[src/stsu_pkg.sv]
// Shared constants, types and default signature table for the signature table scanner.
package stsu_pkg;

	localparam int SIGNATURES    = 16;
	localparam int PATTERN_BYTES = 64;
	localparam int SIG_W         = $clog2(SIGNATURES);
	localparam int PAT_W         = $clog2(PATTERN_BYTES);
	localparam int CNT_W         = SIG_W + 1;
	localparam int LEN_W         = PAT_W + 1;
	localparam int SEEN_W        = 25;
	localparam int OFF_W         = 24;
	localparam int SEV_W         = 4;
	localparam int ADDR_W        = SIG_W + PAT_W;

	localparam logic [1:0] OP_INIT    = 2'd0;
	localparam logic [1:0] OP_PATTERN = 2'd1;
	localparam logic [1:0] OP_SCAN    = 2'd2;

	localparam logic [2:0] ST_OK         = 3'd0;
	localparam logic [2:0] ST_THREAT     = 3'd1;
	localparam logic [2:0] ST_NOT_READY  = 3'd2;
	localparam logic [2:0] ST_BAD_LENGTH = 3'd3;
	localparam logic [2:0] ST_FULL       = 3'd4;

	localparam int EICAR_LEN   = 34;
	localparam int UPX_LEN     = 4;
	localparam int DEFAULT_LEN = EICAR_LEN + UPX_LEN;
	localparam logic [SEV_W-1:0] EICAR_SEV = 4'd3;
	localparam logic [SEV_W-1:0] UPX_SEV   = 4'd2;

	typedef struct packed {
		logic accept;
		logic pat_step;
		logic init_wr;
		logic scan_push;
		logic sig_clr;
		logic sig_next;
		logic k_clr;
		logic k_next;
		logic rd_issue;
		logic set_hit;
		logic res_ok;
		logic res_scan;
		logic load_out;
	} ctrl_cmd_t;

	typedef struct packed {
		logic [1:0] op;
		logic       last;
		logic       ready;
		logic       seen_full;
		logic       sig_end;
		logic       sig_skip;
		logic       k_last;
		logic       cmp_eq;
		logic       init_last;
		logic       out_free;
	} dp_stat_t;

	// Default byte k of the concatenated EICAR and UPX strings.
	function automatic logic [7:0] default_byte(input logic [5:0] k);
		logic [7:0] b;
		case (k)
			6'd0:  b = "E";  6'd1:  b = "I";  6'd2:  b = "C";  6'd3:  b = "A";
			6'd4:  b = "R";  6'd5:  b = "-";  6'd6:  b = "S";  6'd7:  b = "T";
			6'd8:  b = "A";  6'd9:  b = "N";  6'd10: b = "D";  6'd11: b = "A";
			6'd12: b = "R";  6'd13: b = "D";  6'd14: b = "-";  6'd15: b = "A";
			6'd16: b = "N";  6'd17: b = "T";  6'd18: b = "I";  6'd19: b = "V";
			6'd20: b = "I";  6'd21: b = "R";  6'd22: b = "U";  6'd23: b = "S";
			6'd24: b = "-";  6'd25: b = "T";  6'd26: b = "E";  6'd27: b = "S";
			6'd28: b = "T";  6'd29: b = "-";  6'd30: b = "F";  6'd31: b = "I";
			6'd32: b = "L";  6'd33: b = "E";  6'd34: b = "U";  6'd35: b = "P";
			6'd36: b = "X";  6'd37: b = "!";
			default: b = 8'd0;
		endcase
		return b;
	endfunction

endpackage

[src/stsu_ctrl.sv]
// Controller state machine sequencing init sweeps, pattern commits and scan compares.
module stsu_ctrl (
	input  logic                clk,
	input  logic                arst_n,
	input  logic                s_tvalid,
	output logic                s_tready,
	input  stsu_pkg::dp_stat_t  stat,
	output stsu_pkg::ctrl_cmd_t cmd
);

	typedef enum logic [2:0] {
		IDLE, DISPATCH, INIT_WR, SIG, CMP_RD, CMP_CHK, SCAN_END, RESULT
	} state_t;

	state_t state_q;
	state_t state_d;

	assign s_tready = state_q == IDLE;

	always_comb begin
		cmd     = '0;
		state_d = state_q;
		case (state_q)
			IDLE: begin
				if (s_tvalid) begin
					cmd.accept = 1'b1;
					state_d    = DISPATCH;
				end
			end
			DISPATCH: begin
				case (stat.op)
					stsu_pkg::OP_INIT: begin
						if (stat.ready) begin
							cmd.res_ok = 1'b1;
							state_d    = RESULT;
						end else begin
							state_d = INIT_WR;
						end
					end
					stsu_pkg::OP_PATTERN: begin
						cmd.pat_step = 1'b1;
						state_d      = stat.last ? RESULT : IDLE;
					end
					stsu_pkg::OP_SCAN: begin
						if (!stat.seen_full) begin
							cmd.scan_push = 1'b1;
							cmd.sig_clr   = 1'b1;
							state_d       = stat.ready ? SIG : SCAN_END;
						end else begin
							state_d = SCAN_END;
						end
					end
					default: state_d = IDLE;
				endcase
			end
			INIT_WR: begin
				cmd.init_wr = 1'b1;
				if (stat.init_last) begin
					cmd.res_ok = 1'b1;
					state_d    = RESULT;
				end
			end
			SIG: begin
				if (stat.sig_end) begin
					state_d = SCAN_END;
				end else if (stat.sig_skip) begin
					cmd.sig_next = 1'b1;
				end else begin
					cmd.k_clr = 1'b1;
					state_d   = CMP_RD;
				end
			end
			CMP_RD: begin
				cmd.rd_issue = 1'b1;
				state_d      = CMP_CHK;
			end
			CMP_CHK: begin
				if (!stat.cmp_eq) begin
					cmd.sig_next = 1'b1;
					state_d      = SIG;
				end else if (stat.k_last) begin
					cmd.set_hit  = 1'b1;
					cmd.sig_next = 1'b1;
					state_d      = SIG;
				end else begin
					cmd.k_next = 1'b1;
					state_d    = CMP_RD;
				end
			end
			SCAN_END: begin
				if (stat.last) begin
					cmd.res_scan = 1'b1;
					state_d      = RESULT;
				end else begin
					state_d = IDLE;
				end
			end
			RESULT: begin
				if (stat.out_free) begin
					cmd.load_out = 1'b1;
					state_d      = IDLE;
				end
			end
			default: state_d = IDLE;
		endcase
	end

	always_ff @(posedge clk or negedge arst_n) begin
		if (!arst_n) begin
			state_q <= IDLE;
		end else begin
			state_q <= state_d;
		end
	end

endmodule

[config.mk]
export PLATFORM = sky130hd
export DESIGN_NAME = stsu_ctrl
export DESIGN_NICKNAME = d
export VERILOG_FILES = /design/src/stsu_pkg.sv /design/src/stsu_ctrl.sv
export SDC_FILE = /design/constraint.sdc
export NUM_CORES = 1
export LEC_CHECK = 0
export ABC_AREA = 1
export BUFFER_PORTS_ARGS = -buffer_cell sky130_fd_sc_hd__buf_2
export CELL_PAD_IN_SITES_DETAIL_PLACEMENT = 1
export CELL_PAD_IN_SITES_GLOBAL_PLACEMENT = 1
export CORE_UTILIZATION = 25
export DETAILED_ROUTE_END_ITERATION = 12
export MAX_ROUTING_LAYER = met4
export PLACE_DENSITY_LB_ADDON = 0.1
export SETUP_SLACK_MARGIN = 0.5
export SYNTH_ARGS = -nofsm -noshare
export SYNTH_HDL_FRONTEND = slang
export SYNTH_SLANG_ARGS = --single-unit
export TNS_END_PERCENT = 1
[constraint.sdc]
create_clock -name clk -period 1.8 [get_ports clk]
set_clock_uncertainty 0.15 [all_clocks]
set_input_delay 0.36 -clock clk [delete_from_list [all_inputs] [get_ports clk]]
set_output_delay 0.36 -clock clk [all_outputs]
set_load 0.02 [all_outputs]
==> results by group <==
Outcome
  • Status: complete, but fails checks
  • Failing checks: setup timing

Worst hold path
  • Hold-critical path depth: 4
  • Worst Hold Endpoint: state_q[2]
  • Worst min path class: input pin to register
  • Worst hold start: stat[0]

Worst setup path
  • Crit path kind: register to primary output
  • CP Capture Type: primary output
  • FF-to-FF setup slack: 270 ps
  • Arrival time worst endpoint: 1320 ps
  • Reg-to-reg startpoint: state_q[2]
  • CP Cell Sequence: nor3_4, inv_2, nor4_4, buf_4
  • Slowest-stage cell, CP: dfrtp_2
  • Critical path origin: state_q[2]
  • Worst Reg-to-Reg Cells: 9
  • FF-to-FF End: state_q[2]
  • Critical Path Source Type: register
  • Req. time, crit path: 1290 ps
  • Max stage delay on crit path: 450 ps
  • CP max FO: 5

Clock network
  • Worst-path clk slew: 40 ps
  • # H-tree levels: 1
  • CTS tree: done
  • Clock tree buffer depth: 2
  • Clock root buffer: clkbuf_4
  • Worst skew pair latency: 230 ps
  • CTS Buf Count: 3
  • Sink Count: 3

Power and ir drop
  • Worst VDD drop: 0.000607 V
  • Cell Pwr Density: 1440 nW/µm²
  • Total Power: 1.07 mW
  • LEAKAGE: 0.448 nW

STA
  • Worst relative slew slack: 85.2%
  • Worst hold margin: 287 ps
  • Setup TNS: -51.2 ps
  • Fmax: 0.548 GHz
  • Min Clock Period, post-route: 1830 ps
  • Slew @ Worst Pin: 220 ps
  • RSZ-0062 raised after global routing: yes
  • Fin. max-slew vios: 0
  • Period utilization: 101%
  • Final Hold Fails: 0
  • Final setup margin: -25.8 ps
  • Final setup vio count: 2

Logic synthesis
  • Syn Area/Cell: 5.53 µm²
  • Ys Warns: 0
  • Synth Register Bits: 3
  • Mapped Cells: 83
  • Unique masters post-synth: 20
  • Post-Syn Nets: 97
  • Netlist Area Pre-Place: 459 µm²
  • Post-synthesis sequential area ratio: 16.3%

Global route
  • Largest net degree at the start of global routing: 8
  • GRT Total Usage: 18.7%
  • Global-route met1 utilization: 25.9%
  • Met2 Track Usage GR: 29.4%
  • Busiest layer in global routing: met2
  • First-pass GRT wire length: 2680 µm
  • Vias in the first global route: 630
  • Initial antenna violation count: 0
  • Overflow after GRT: 0
  • Met3 usage: 2.40%

Floorplan
  • FP Rows: 15
  • Die height: 44.9 µm
  • Die area: 2010 µm²
  • Total I/O pin count: 28
  • Starting Density: 26.6%
  • Total core area: 1730 µm²
  • Die Wd: 44.9 µm

Finish
  • Layout cells sized above 1: 49.2%
  • Biggest regs: state_q: 3 flops
  • Layout Nets: 133
  • Biggest register: state_q
  • Area delta synth->final: 62.1%
  • Finished Cell Area: 744 µm²
  • Non-Filler Instances: 143
  • Max FFs per register: 3
  • # diodes: 0
  • Post-Route Utilization: 43.1%

Route
  • Drt first pass iters: 3
  • Routed WL: 1540 µm
  • Via count: 627
  • Number of remaining DRC errors: 0
  • Initial drt markers: 6
  • WL/cell: 10.7 µm
  • Antenna viol nets, final: 0
  • Vias per cell: 4.38

Placed design
  • Routability cong.: 0.757
  • Area after DPL: 642 µm²
  • Port bufs: 27
  • Dpl cells: 136
  • Dpl ws: 112 ps
  • DP HPWL: 1250 µm

Run
  • Maxcap violations: 0
==> Yosys cell counts <==
cell	count	share of area, %
and2_1	1	1.4
buf_4	1	1.6
dfrtp_1	3	16
inv_1	14	11
inv_2	3	2.5
nand2_1	23	19
nand2_2	4	5.4
nand3_1	6	6.5
nand3_2	2	4.4
nand4_1	1	1.4
nor2_1	11	9.0
nor2_2	3	4.1
nor2_4	1	2.5
nor3_1	2	2.2
nor3_2	1	2.2
nor4_1	1	1.4
nor4_2	1	2.7
o21ai_0	3	3.3
o21ai_1	1	1.1
o21ai_2	1	1.9
==> how the worst max path moves through the flow <==
stage / slack, ps / cells past startpoint / endpoint
after detailed placement: 110 / 4 / cmd[9]
after floorplan: -40 / 4 / cmd[9]
after global routing: -90 / 4 / cmd[9]
after global placement: 120 / 4 / cmd[2]
after CTS: -40 / 4 / cmd[9]
final: -30 / 4 / cmd[8]
==> cells by family (layout without fill, tap and decap cells) <==
| kind of cell | after synthesis | in the layout | synth area share (%) |
|---|---|---|---|
| AND/OR/NAND/NOR | 57 | 57 | 61.9 |
| buffers and inverters | 18 | 53 | 15.5 |
| AO/OA/AOI/OAI | 5 | 5 | 6.27 |
| flip-flops | 3 | 3 | 16.3 |
==> worst max-delay path, delay by kind of cell, from the launching register on <==
| family | cells | cell delay [ps] |
|---|---|---|
| simple gates | 2 | 370 |
| buf+inv | 2 | 260 |
| flops | 1 | 450 |
==> final cells by class <==
class / count / area, µm²
Timing Repair Buffer: 32 / 193
Multi-Input combinational cell: 62 / 353
Tap cell: 25 / 31.3
Inverter: 17 / 63.8
Fill cell: 263 / 982
Clock buffer: 4 / 26.3
Sequential cell: 3 / 77.6
==> layer usage <==
layer	vias to the layer above	routed length, µm
li1	325	-
met1	289	758
met2	13	735
met3	0	43
met4	0	0
met5	-	0
==> power breakdown <==
group | switching, mW | internal (mW)
logic | 0.493 | 0.294
registers | 0.0597 | 0.108
clock network | 0.0331 | 0.0830
==> cell usage in the layout, fill, tap and decap left out, types with 2 or more instances in the layout <==
| cell type | synthesis | final |
|---|---|---|
| buf_2 | 0 | 20 |
| buf_4 | 1 | 11 |
| clkbuf_4 | 0 | 3 |
| dfrtp_2 | 0 | 2 |
| inv_1 | 14 | 13 |
| inv_2 | 3 | 4 |
| nand2_1 | 23 | 21 |
| nand2_2 | 4 | 5 |
| nand3_1 | 6 | 5 |
| nand3_2 | 2 | 3 |
| nor2_1 | 11 | 9 |
| nor2_2 | 3 | 4 |
| nor2_4 | 1 | 2 |
| nor3_1 | 2 | 2 |
| o21ai_0 | 3 | 2 |
| o21ai_1 | 1 | 2 |
==> repair_timing <==
action                                 4_1_cts  5_1_grt
setup buffers                                2        0
setup endpoints to repair                   17       17
hold buffers                                 1        0
pin swaps                                    5        1
cloned                                       0        0
resized for setup                           16        3
endpoints found under the hold margin        3        0
(Power assumes the default switching activity.)
